### config.mk
export PLATFORM = sky130hd
export DESIGN_NAME = clipped_color_key_blit
export DESIGN_NICKNAME = d
export VERILOG_FILES = /design/src/design/cckb_pkg.sv /design/src/design/cckb_regs.sv /design/src/design/cckb_scan.sv /design/src/design/cckb_result.sv /design/src/design/clipped_color_key_blit.sv
export SDC_FILE = /design/constraint.sdc
export NUM_CORES = 1
export LEC_CHECK = 0
export BUFFER_PORTS_ARGS = -buffer_cell sky130_fd_sc_hd__buf_4
export CAP_MARGIN = 20
export CORE_UTILIZATION = 45
export CTS_BUF_LIST = sky130_fd_sc_hd__clkbuf_8 sky130_fd_sc_hd__clkbuf_16
export DETAILED_ROUTE_END_ITERATION = 10
export HOLD_SLACK_MARGIN = 0.15
export PLACE_DENSITY_LB_ADDON = 0.25
export SLEW_MARGIN = 40
export SYNTH_ARGS = -nofsm -noshare
export SYNTH_HDL_FRONTEND = slang
export SYNTH_HIERARCHICAL = 1
export SYNTH_SLANG_ARGS = --single-unit
### constraint.sdc
create_clock -name i_clk -period 6.77 [get_ports i_clk]
set_input_delay 1.0155 -clock i_clk [delete_from_list [all_inputs] [get_ports i_clk]]
set_output_delay 1.0155 -clock i_clk [all_outputs]
set_load 0.01 [all_outputs]
### src/design/cckb_pkg.sv
// shared types, constants and helpers for the color-keyed sprite blitter
package cckb_pkg;

    // largest image side the counters support
    localparam int MAX_DIM = 4096;
    localparam int CNT_W   = $clog2(MAX_DIM);

    // field widths
    localparam int DIM_W   = 13;
    localparam int PIX_W   = 32;
    localparam int ADDR_W  = 24;
    localparam int POS_W   = DIM_W + 1;
    localparam int PROD_W  = 2 * DIM_W;

    // configuration port
    localparam int CFG_IDX_W  = 3;
    localparam int CFG_DATA_W = 32;

    localparam logic [CFG_IDX_W-1:0] REG_DEST_WIDTH   = 3'd0;
    localparam logic [CFG_IDX_W-1:0] REG_DEST_HEIGHT  = 3'd1;
    localparam logic [CFG_IDX_W-1:0] REG_DEST_PITCH   = 3'd2;
    localparam logic [CFG_IDX_W-1:0] REG_IMAGE_WIDTH  = 3'd3;
    localparam logic [CFG_IDX_W-1:0] REG_IMAGE_HEIGHT = 3'd4;
    localparam logic [CFG_IDX_W-1:0] REG_POS_X        = 3'd5;
    localparam logic [CFG_IDX_W-1:0] REG_POS_Y        = 3'd6;
    localparam logic [CFG_IDX_W-1:0] REG_KEY_COLOR    = 3'd7;

    // reset values
    localparam logic [DIM_W-1:0] RST_DEST_WIDTH   = 13'd640;
    localparam logic [DIM_W-1:0] RST_DEST_HEIGHT  = 13'd480;
    localparam logic [DIM_W-1:0] RST_DEST_PITCH   = 13'd640;
    localparam logic [DIM_W-1:0] RST_IMAGE_WIDTH  = 13'd1;
    localparam logic [DIM_W-1:0] RST_IMAGE_HEIGHT = 13'd1;
    localparam logic [DIM_W-1:0] RST_POS          = 13'd0;
    localparam logic [PIX_W-1:0] RST_KEY_COLOR    = 32'h0000_0000;

    typedef struct packed {
        logic [DIM_W-1:0]        dest_width;
        logic [DIM_W-1:0]        dest_height;
        logic [DIM_W-1:0]        dest_pitch;
        logic [DIM_W-1:0]        image_width;
        logic [DIM_W-1:0]        image_height;
        logic signed [DIM_W-1:0] pos_x;
        logic signed [DIM_W-1:0] pos_y;
        logic [PIX_W-1:0]        key_color;
    } t_cfg;

    // one pixel after position lookup, before clipping
    typedef struct packed {
        logic [PIX_W-1:0]        pixel;
        logic signed [POS_W-1:0] dx;
        logic signed [POS_W-1:0] dy;
        logic                    last;
    } t_scan;

    // last column or row index for a size register: zero counts as one,
    // anything above the maximum is clamped
    function automatic logic [CNT_W-1:0] last_index(input logic [DIM_W-1:0] v);
        logic [DIM_W-1:0] d;
        begin
            if (v == '0) begin
                d = DIM_W'(1);
            end else if (v > DIM_W'(MAX_DIM)) begin
                d = DIM_W'(MAX_DIM);
            end else begin
                d = v;
            end
            last_index = CNT_W'(d - DIM_W'(1));
        end
    endfunction

endpackage

### src/design/cckb_regs.sv
// configuration register file
module cckb_regs
    import cckb_pkg::*;
(
    input  logic                  i_clk,
    input  logic                  i_rst_n,
    input  logic                  i_cfg_valid,
    output logic                  o_cfg_ready,
    input  logic [CFG_IDX_W-1:0]  i_cfg_index,
    input  logic [CFG_DATA_W-1:0] i_cfg_data,
    output t_cfg                  o_cfg
);

    t_cfg r_cfg;
    t_cfg n_cfg;

    assign o_cfg_ready = 1'b1;
    assign o_cfg       = r_cfg;

    always_comb begin
        n_cfg = r_cfg;
        if (i_cfg_valid) begin
            case (i_cfg_index)
                REG_DEST_WIDTH:   n_cfg.dest_width   = i_cfg_data[DIM_W-1:0];
                REG_DEST_HEIGHT:  n_cfg.dest_height  = i_cfg_data[DIM_W-1:0];
                REG_DEST_PITCH:   n_cfg.dest_pitch   = i_cfg_data[DIM_W-1:0];
                REG_IMAGE_WIDTH:  n_cfg.image_width  = i_cfg_data[DIM_W-1:0];
                REG_IMAGE_HEIGHT: n_cfg.image_height = i_cfg_data[DIM_W-1:0];
                REG_POS_X:        n_cfg.pos_x        = i_cfg_data[DIM_W-1:0];
                REG_POS_Y:        n_cfg.pos_y        = i_cfg_data[DIM_W-1:0];
                REG_KEY_COLOR:    n_cfg.key_color    = i_cfg_data[PIX_W-1:0];
                default:          n_cfg = r_cfg;
            endcase
        end
    end

    always_ff @(posedge i_clk) begin
        if (!i_rst_n) begin
            r_cfg.dest_width   <= RST_DEST_WIDTH;
            r_cfg.dest_height  <= RST_DEST_HEIGHT;
            r_cfg.dest_pitch   <= RST_DEST_PITCH;
            r_cfg.image_width  <= RST_IMAGE_WIDTH;
            r_cfg.image_height <= RST_IMAGE_HEIGHT;
            r_cfg.pos_x        <= RST_POS;
            r_cfg.pos_y        <= RST_POS;
            r_cfg.key_color    <= RST_KEY_COLOR;
        end else begin
            r_cfg <= n_cfg;
        end
    end

endmodule

### src/design/cckb_scan.sv
// raster counters and input register: source position to destination position
module cckb_scan
    import cckb_pkg::*;
(
    input  logic             i_clk,
    input  logic             i_rst_n,
    input  t_cfg             i_cfg,
    input  logic             i_in_valid,
    output logic             o_in_stall,
    input  logic [PIX_W-1:0] i_source_pixel,
    input  logic             i_adv,
    output logic             o_s1_valid,
    output t_scan            o_s1
);

    logic [CNT_W-1:0] r_col;
    logic [CNT_W-1:0] r_row;
    logic [CNT_W-1:0] n_col;
    logic [CNT_W-1:0] n_row;
    logic             r_valid;
    t_scan            r_s1;
    t_scan            n_s1;
    logic             s1_free;
    logic             accept;
    logic [CNT_W-1:0] col_last;
    logic [CNT_W-1:0] row_last;
    logic             end_col;
    logic             end_row;

    assign s1_free    = !r_valid || i_adv;
    assign accept     = i_in_valid && s1_free;
    assign o_in_stall = !s1_free;
    assign o_s1_valid = r_valid;
    assign o_s1       = r_s1;

    assign col_last = last_index(i_cfg.image_width);
    assign row_last = last_index(i_cfg.image_height);
    // a counter past a shrunken size counts as being on the last index
    assign end_col  = r_col >= col_last;
    assign end_row  = r_row >= row_last;

    always_comb begin
        n_col = r_col;
        n_row = r_row;
        if (accept) begin
            if (end_col) begin
                n_col = '0;
                n_row = end_row ? '0 : r_row + CNT_W'(1);
            end else begin
                n_col = r_col + CNT_W'(1);
            end
        end
        n_s1.pixel = i_source_pixel;
        n_s1.dx    = POS_W'(i_cfg.pos_x) + $signed({{(POS_W-CNT_W){1'b0}}, r_col});
        n_s1.dy    = POS_W'(i_cfg.pos_y) + $signed({{(POS_W-CNT_W){1'b0}}, r_row});
        n_s1.last  = end_col && end_row;
    end

    always_ff @(posedge i_clk) begin
        if (!i_rst_n) begin
            r_col   <= '0;
            r_row   <= '0;
            r_valid <= 1'b0;
        end else begin
            r_col <= n_col;
            r_row <= n_row;
            if (s1_free) begin
                r_valid <= i_in_valid;
            end
        end
    end

    always_ff @(posedge i_clk) begin
        if (accept) begin
            r_s1 <= n_s1;
        end
    end

    // the image's last pixel rewinds the raster counters
    a_last_rewinds: assert property (@(posedge i_clk) disable iff (!i_rst_n)
        (accept && end_col && end_row) |=> (r_col == '0 && r_row == '0))
        else $error("counters not rewound after last pixel");

endmodule

### src/design/cckb_result.sv
// clipping, color key test, address multiply-add and result register
module cckb_result
    import cckb_pkg::*;
(
    input  logic              i_clk,
    input  logic              i_rst_n,
    input  t_cfg              i_cfg,
    input  logic              i_s1_valid,
    input  t_scan             i_s1,
    output logic              o_adv,
    output logic              o_out_valid,
    input  logic              i_out_stall,
    output logic              o_write_enable,
    output logic [ADDR_W-1:0] o_pixel_address,
    output logic [PIX_W-1:0]  o_pixel_value,
    output logic              o_last_pixel
);

    logic              r_valid;
    logic              r_we;
    logic [ADDR_W-1:0] r_addr;
    logic [PIX_W-1:0]  r_value;
    logic              r_last;

    logic [DIM_W-1:0]  dx_u;
    logic [DIM_W-1:0]  dy_u;
    logic              on_dest;
    logic              n_we;
    logic [PROD_W-1:0] prod;
    logic [ADDR_W-1:0] n_addr;

    assign o_adv = !r_valid || !i_out_stall;

    assign dx_u    = i_s1.dx[DIM_W-1:0];
    assign dy_u    = i_s1.dy[DIM_W-1:0];
    assign on_dest = !i_s1.dx[POS_W-1] && !i_s1.dy[POS_W-1] &&
                     (dx_u < i_cfg.dest_width) && (dy_u < i_cfg.dest_height);
    assign n_we    = on_dest && (i_s1.pixel != i_cfg.key_color);
    assign prod    = PROD_W'(dy_u) * PROD_W'(i_cfg.dest_pitch);
    assign n_addr  = prod[ADDR_W-1:0] + ADDR_W'(dx_u);

    always_ff @(posedge i_clk) begin
        if (!i_rst_n) begin
            r_valid <= 1'b0;
        end else if (o_adv) begin
            r_valid <= i_s1_valid;
        end
    end

    // skipped pixels carry zero address and value
    always_ff @(posedge i_clk) begin
        if (o_adv && i_s1_valid) begin
            r_we    <= n_we;
            r_addr  <= n_we ? n_addr : '0;
            r_value <= n_we ? i_s1.pixel : '0;
            r_last  <= i_s1.last;
        end
    end

    assign o_out_valid     = r_valid;
    assign o_write_enable  = r_we;
    assign o_pixel_address = r_addr;
    assign o_pixel_value   = r_value;
    assign o_last_pixel    = r_last;

    a_skip_is_zero: assert property (@(posedge i_clk) disable iff (!i_rst_n)
        (r_valid && !r_we) |-> (r_addr == '0 && r_value == '0))
        else $error("skipped pixel carries nonzero payload");

    a_hold_result: assert property (@(posedge i_clk) disable iff (!i_rst_n)
        (r_valid && i_out_stall) |=> r_valid)
        else $error("stalled result dropped");

endmodule

### src/design/clipped_color_key_blit.sv
// top level of the color-keyed sprite blitter with destination clipping
//
//  channel  | direction | handshake                  | payload
//  ---------+-----------+----------------------------+--------------------------------------
//  pixel in | in        | i_in_valid / o_in_stall    | i_source_pixel
//  result   | out       | o_out_valid / i_out_stall  | o_write_enable, o_pixel_address,
//           |           |                            | o_pixel_value, o_last_pixel
//  config   | in        | i_cfg_valid / o_cfg_ready  | i_cfg_index, i_cfg_data
//
// one pixel transfer per clock while the output does not stall
// stage one turns the raster counters into a signed destination position, stage two clips,
// tests the key color and forms row * pitch + column with one 13x13 multiply and an add
// synchronous active-low reset clears the counters, the stage valids and the config registers
// a stalled result holds; input stalls only when both stages are full and the output stalls
// configuration always ready; user must write it only while no pixel is in flight, unchecked
module clipped_color_key_blit
    import cckb_pkg::*;
(
    input  logic                  i_clk,
    input  logic                  i_rst_n,

    input  logic                  i_in_valid,
    output logic                  o_in_stall,
    input  logic [PIX_W-1:0]      i_source_pixel,

    output logic                  o_out_valid,
    input  logic                  i_out_stall,
    output logic                  o_write_enable,
    output logic [ADDR_W-1:0]     o_pixel_address,
    output logic [PIX_W-1:0]      o_pixel_value,
    output logic                  o_last_pixel,

    input  logic                  i_cfg_valid,
    output logic                  o_cfg_ready,
    input  logic [CFG_IDX_W-1:0]  i_cfg_index,
    input  logic [CFG_DATA_W-1:0] i_cfg_data
);

    t_cfg  cfg;        // live register values
    t_scan s1;         // stage one payload
    logic  s1_valid;
    logic  adv;        // result register can take a new pixel

    cckb_regs u_regs (
        .i_clk       (i_clk),
        .i_rst_n     (i_rst_n),
        .i_cfg_valid (i_cfg_valid && o_cfg_ready),
        .o_cfg_ready (o_cfg_ready),
        .i_cfg_index (i_cfg_index),
        .i_cfg_data  (i_cfg_data),
        .o_cfg       (cfg)
    );

    // raster position tracking, registered pixel and destination position
    cckb_scan u_scan (
        .i_clk          (i_clk),
        .i_rst_n        (i_rst_n),
        .i_cfg          (cfg),
        .i_in_valid     (i_in_valid),
        .o_in_stall     (o_in_stall),
        .i_source_pixel (i_source_pixel),
        .i_adv          (adv),
        .o_s1_valid     (s1_valid),
        .o_s1           (s1)
    );

    // clip, key and address, then the result register
    cckb_result u_result (
        .i_clk           (i_clk),
        .i_rst_n         (i_rst_n),
        .i_cfg           (cfg),
        .i_s1_valid      (s1_valid),
        .i_s1            (s1),
        .o_adv           (adv),
        .o_out_valid     (o_out_valid),
        .i_out_stall     (i_out_stall),
        .o_write_enable  (o_write_enable),
        .o_pixel_address (o_pixel_address),
        .o_pixel_value   (o_pixel_value),
        .o_last_pixel    (o_last_pixel)
    );

    // backpressure reaches the input only when the whole pipe is blocked
    a_stall_needs_full: assert property (@(posedge i_clk) disable iff (!i_rst_n)
        o_in_stall |-> (o_out_valid && i_out_stall && s1_valid))
        else $error("input stalled while the pipe has room");

endmodule

## Yosys cells after proc, flatten, opt, wreduce, memory -nomap -nowiden

Index checks and enable logic that the tools add are counted.
W data, S select, Z words.

- Register bits after elaboration: 268
- Input bits: 72
- Output and inout port bits: 61
- Logic and storage cells: 75

- Add/subtract/negate cells: 7
- Multipliers: 1
- Order comparisons: 6
- Eq/ne operators: 8
- Muxes and demuxes: 6
- Reductions and logical operators: 27

Operators by type and width:

| kind | number |
|---|---|
| $mux W12 | 6 |
| $ne A32 B32 Y1 | 1 |
| $add A13 B13 Y14 | 2 |
| $gt A13 B13 Y1 const B | 2 |
| $logic_not A13 Y1 | 2 |
| $lt A13 B13 Y1 | 2 |
| $add A12 B1 Y12 const B | 2 |
| $add A24 B13 Y24 | 1 |
| $ge A12 B12 Y1 | 2 |
| $mul A13 B13 Y24 | 1 |
| $sub A12 B1 Y12 const B | 2 |
| $reduce_and A2 Y1 | 9 |
| $eq A3 B3 Y1 const B | 4 |
| $logic_and A1 B1 Y1 | 7 |
| $eq A3 B2 Y1 const B | 2 |
| $logic_not A1 Y1 | 6 |
| $eq A3 B1 Y1 const B | 1 |
| $logic_not A3 Y1 | 1 |
| $logic_or A1 B1 Y1 | 2 |

## Longest topological paths before layout

- Word-level depth: 6
- Depth in mapped cells: 22

## Hierarchy

The synthesis kept the hierarchy.

Modules (own cells, without submodules):

| module | instances | cells an instance | area an instance (sq um) | sequential area each (sq um) |
|---|---|---|---|---|
| cckb_result | 1 | 929 | 9,017.4 | 1,761.7 |
| cckb_scan | 1 | 508 | 5,197.5 | 2,332.2 |
| cckb_regs | 1 | 453 | 4,590.7 | 2,462.4 |
| clipped_color_key_blit | 1 | 1 | 6.3 | 0.0 |

## Least setup slack after synthesis

OpenSTA, ideal clock, no wires.

- Path kind: register -> register
- Start: reg u_scan.r_s1, in the netlist u_scan/o_s1[6]
- End: reg u_result.r_addr[23] (netlist: u_result/o_pixel_address[23]), data pin
- Setup time: 255 ps
- Arrival: 5,665 ps
- Path slack: 850 ps
- Stages on the path, launching flop included: 23
- Period minus slack after synthesis: 5,920 ps
- Cells stage by stage: edfxtp_1 > clkbuf_1 > and2_1 > fa_1 > inv_1 > fa_1 > inv_1 > fa_1 > inv_1 > fa_1 > inv_1 > fa_1 > inv_1 > fa_1 > inv_1 > ha_1 > o211a_1 > a211oi_1 > a211oi_1 > o2111ai_1 > a211oi_1 > o21ai_0 > and3b_1

- Longest elaborated chain between the ends: 3

Ends and longest elaborated chain:

| what | line | text |
|---|---|---|
| from (decl) | cckb_scan.sv:21 | `t_scan r_s1;` |
| from (signal assigned) | cckb_scan.sv:75 | `r_s1 <= n_s1;` |
| parallel branches: the longest is 3 deep, another holds $mul A13 B13 Y24 | - |  |
| to (signal assigned) | cckb_result.sv:54 | `r_addr <= n_we ? n_addr : '0;` |
| to (decl) | cckb_result.sv:21 | `logic [ADDR_W-1:0] r_addr;` |

Several ways; the timed one is not identified.
A chain may end at the register's enable or synchronous reset.

## Worst setup path after layout

- Start: reg u_regs.r_cfg, in the netlist u_regs/o_cfg[87]
- End: reg u_result.r_addr[23] (netlist: u_result/o_pixel_address[23]), data pin

- Longest elaborated chain between the ends: 2

Ends and longest elaborated chain:

| what | line | text |
|---|---|---|
| from (decl) | cckb_regs.sv:14 | `t_cfg r_cfg;` |
| from (signal assigned) | cckb_regs.sv:48 | `r_cfg <= n_cfg;` |
| $mul A13 B13 Y24 | cckb_result.sv:39 | `assign prod = PROD_W'(dy_u) * PROD_W'(i_cfg.dest_pitch);` |
| $add A24 B13 Y24 | cckb_result.sv:40 | `assign n_addr = prod[ADDR_W-1:0] + ADDR_W'(dx_u);` |

No other way between the ends.

==> results.yml <==
status:
  status: "complete, but fails checks"
  failed_checks: "DRC"
routing:
  finalWirelength_um: 45630
  wl_per_cell_um: 17.85
  drt-initial-drc-count: 875
  drc: 9
  vias: 13560
  via_per_inst: 5.304
  ant_nets: 0
  drt-pass1-iter-count: 8
synthesis:
  synthCells: 1891
  netlist.area_leader.share: 0.1900
  syn_nets: 2249
  syn-mean-instance-area_sq_um: 9.948
  synth-async-reset-ratio: 0
  synth_cell_types: 81
  ys_ff_latch: 268
  ys_seq_area_frac: 0.3485
  yosys-top-cells-area: "edfxtp_1 (19%), dfxtp_1 (16%), fa_1 (14%)"
  ys.flop_type: "dfxtp_1"
  yosysTopAreaCell: "edfxtp_1"
  ys_warn_count: 6
  syn_area_sq_um: 18810
  synth_edf_count: 119
grt:
  grt_start_max_net_pins: 71
  grt_util_all_layers: 0.2195
  antenna_found_initial: 0
  overflow: 0
  grt_pass1_wl_um: 73030
  grt_pass1_vias: 13730
setup_path:
  reg2reg_depth: 21
  r2r_setup_slack_ns: 0.54
  required_ns: 7.10
  crit_start: "u_regs/o_cfg[87]$_SDFFE_PN0P_"
  arrival_ns: 6.56
  startpoint_type: "flip-flop"
  crit_fanout: 14
  worstSetupPathType: "flip-flop to flip-flop"
  worst_setup_path_end_kind: "flip-flop"
  r2r-end: "u_result/o_pixel_address[23]$_SDFFCE_PN0P_"
  reg2reg_from: "u_regs/o_cfg[87]$_SDFFE_PN0P_"
  setup.worst_path.end: "u_result/o_pixel_address[23]$_SDFFCE_PN0P_"
floorplanning:
  boundaryPins: 133
  row_count: 74
  die_h_um: 206.5
  die_area_sq_um: 42630
  die_w_um: 206.5
  start_util: 0.4586
  core_area_sq_um: 41020
timing:
  whs_ns: 0.4631
  tightest_slew_ns: 0.7643
  tns_ns: 0
  max_slew_margin: 0.4904
  max_freq_mhz: 160.5
  rsz0062_at_grt: "no"
  skew_ns: 0.01744
  setup_viol: 0
  period_needed_ns: 6.229
  slew_violations: 0
  setup_ws_ns: 0.5413
  hold_violations: 0
  fin_crit_sh: 0.9200
job:
  drv_cap: 0
cells_and_area:
  syn_to_final_growth_pct: 13.66
  final_layout_size_suffix_gt1_frac: 0.1102
  seqCellArea_sq_um: 6556
  antenna-diode-count: 0
  fin_util: 0.5213
  fin_nets: 2359
  n_fill_cell: 3708
  multi_input_area_sq_um: 11210
clock_tree:
  numCtsBuffers: 30
  cts_num_sinks: 268
  insertion_delay_ns: 0.57
  cts_tree: "built"
  cts_hold_buf: 0
  clock-root-buffer: "clkbuf_16"
  clk_path_buf_depth: 3
  post_cts_buffers: 0
  cts_resized: 0
  clk_pin_slew_ns: 0.07
  htree_num_levels: 1
place:
  dpl_worst_slack_ns: 0.4930
  dpl.hpwl_um: 34250
  finalWeightedCongestion: 0.9039
  port_buffers: 131
power_and_ir_drop:
  power_frac_clock: 0.414
  switchingPower_mw: 1.048
  combPwrFrac: 0.143
  swShare: 0.2600
  leakage_nw: 10.04
  vdd_drop_max_v: 0.0002248
  p_int_mw: 2.983
  pwr-share-seq: 0.443
  powerDensity_nw_per_um2: 188.6
worst_hold_path:
  hold_path.class: "flip-flop to flip-flop"
worst min-delay path by stage:
stage,startpoint,endpoint,slack [ns],cells past startpoint
floorplan,u_scan/o_s1[0]$_DFFE_PP_,u_result/o_last_pixel$_DFFE_PP_,0.40,0
global placement,u_regs/o_cfg[101]$_SDFFE_PN0P_,u_regs/o_cfg[101]$_SDFFE_PN0P_,0.45,2
detailed placement,u_regs/o_cfg[108]$_SDFFE_PN0P_,u_regs/o_cfg[108]$_SDFFE_PN0P_,0.45,2
CTS,u_regs/o_cfg[97]$_SDFFE_PN0P_,u_regs/o_cfg[97]$_SDFFE_PN0P_,0.47,2
global route,u_regs/o_cfg[109]$_SDFFE_PN0P_,u_regs/o_cfg[109]$_SDFFE_PN0P_,0.48,2
finish,u_regs/o_cfg[97]$_SDFFE_PN0P_,u_regs/o_cfg[97]$_SDFFE_PN0P_,0.46,2
routing by layer:
metal  vias up  track usage  part of all wire
li1       6552            -                 -
met1      6623       0.3050              0.47
met2       311       0.3564              0.46
met3        70      0.02665             0.047
met4         0      0.06591             0.029
met5         -            0                 0
power by group through the flow:
stage | registers (mW) | clock network [mW] | logic [mW]
4_1_cts | 1.79 | 1.70 | 0.581
6_report | 1.79 | 1.67 | 0.576
3_3_place_gp | 1.82 | 0 | 0.564
5_1_grt | 1.79 | 1.76 | 0.649
2_1_floorplan | 1.81 | 0 | 0.383
3_5_place_dp | 1.82 | 0 | 0.575
cells in the mapped netlist (4+ instances only):
| library cell | instances |
|---|---|
| dfxtp_1 | 149 |
| inv_1 | 201 |
| clkbuf_2 | 4 |
| nand3_1 | 16 |
| or4_1 | 5 |
| a211oi_1 | 13 |
| nor2_1 | 64 |
| and3_1 | 10 |
| edfxtp_1 | 119 |
| a31oi_1 | 10 |
| o211ai_1 | 4 |
| nor3b_1 | 6 |
| ha_1 | 155 |
| buf_2 | 14 |
| clkbuf_1 | 53 |
| nor4_1 | 19 |
| fa_1 | 131 |
| mux2i_1 | 123 |
| nand2b_1 | 8 |
| xnor2_1 | 39 |
| a21o_1 | 19 |
| o21a_1 | 22 |
| xor2_1 | 51 |
| nand3b_1 | 5 |
| a32oi_1 | 4 |
| nor2b_1 | 27 |
| o31ai_1 | 10 |
| nand4_1 | 13 |
| or3_1 | 4 |
| a21oi_1 | 46 |
| nor3_1 | 14 |
| nand2_1 | 284 |
| and2_1 | 140 |
| o21ai_0 | 37 |
cell usage in the layout (no fill, tap or decap), types with 16 or more instances in the layout:
master,netlist,routed
a21o_1,19,19
a21oi_1,46,46
and2_1,140,139
buf_4,2,152
clkbuf_16,0,31
dfxtp_1,149,149
edfxtp_1,119,119
fa_1,131,131
ha_1,155,155
inv_1,201,205
mux2i_1,123,123
nand2_1,284,284
nand3_1,16,16
nor2_1,64,64
nor2b_1,27,27
nor4_1,19,19
o21a_1,22,22
o21ai_0,37,37
xnor2_1,39,39
xor2_1,51,51
cell families (layout without fill, tap and decap cells):
family	after synthesis	count (layout)	synth area share
and+or+nand+nor	635	635	0.1673
muxes	123	123	0.06545
AOI/OAI and AO/OA	210	210	0.07629
DFF	268	268	0.3485
xor gates and xnor gates	90	90	0.04190
buffers and inverters	278	411	0.05786
other	1	1	0.0001993
adders and majority gates	286	286	0.2425
critical path, cell delays in order (launching register included):
cell and delay, ns:
dfxtp_1 0.42, and2_1 0.21, fa_1 0.53, inv_1 0.05, fa_1 0.52, inv_1 0.05, fa_1 0.50, inv_1 0.05
fa_1 0.47, inv_1 0.05, fa_1 0.52, inv_1 0.05, fa_1 0.49, inv_1 0.04, ha_1 0.38, o211a_1 0.20
a211oi_1 0.06, a211oi_1 0.41, o2111ai_1 0.29, a211oi_1 0.33, o21ai_0 0.13, and3b_1 0.21
stage by stage:
stage	power (mW)	instance area, sq um	std cells
final	4.032	21380	2556
after global routing	4.206	21380	2556
after CTS	4.069	21370	2556
after detailed placement	2.397	20360	2501
after global placement	2.386	20320	2498
after floorplan	2.197	18810	1891
final cells by class:
cell class	count	area share
inverters	201	0.03529
repair buffers	155	0.05495
flip-flops and latches	268	0.3066
clock buffers	37	0.04014
multi-input cells	1345	0.5245
well taps	532	0.03113
clock inverters	18	0.007373
registers in the layout, indices dropped and copies added, names as in the netlist, 12 cells and up:
signal	cells
u_regs/o_cfg	123
u_scan/o_s1	61
u_result/o_pixel_value	32
u_result/o_pixel_address	24
u_scan/r_col	12
u_scan/r_row	12
No activity file was read; power rests on OpenSTA's default activity.
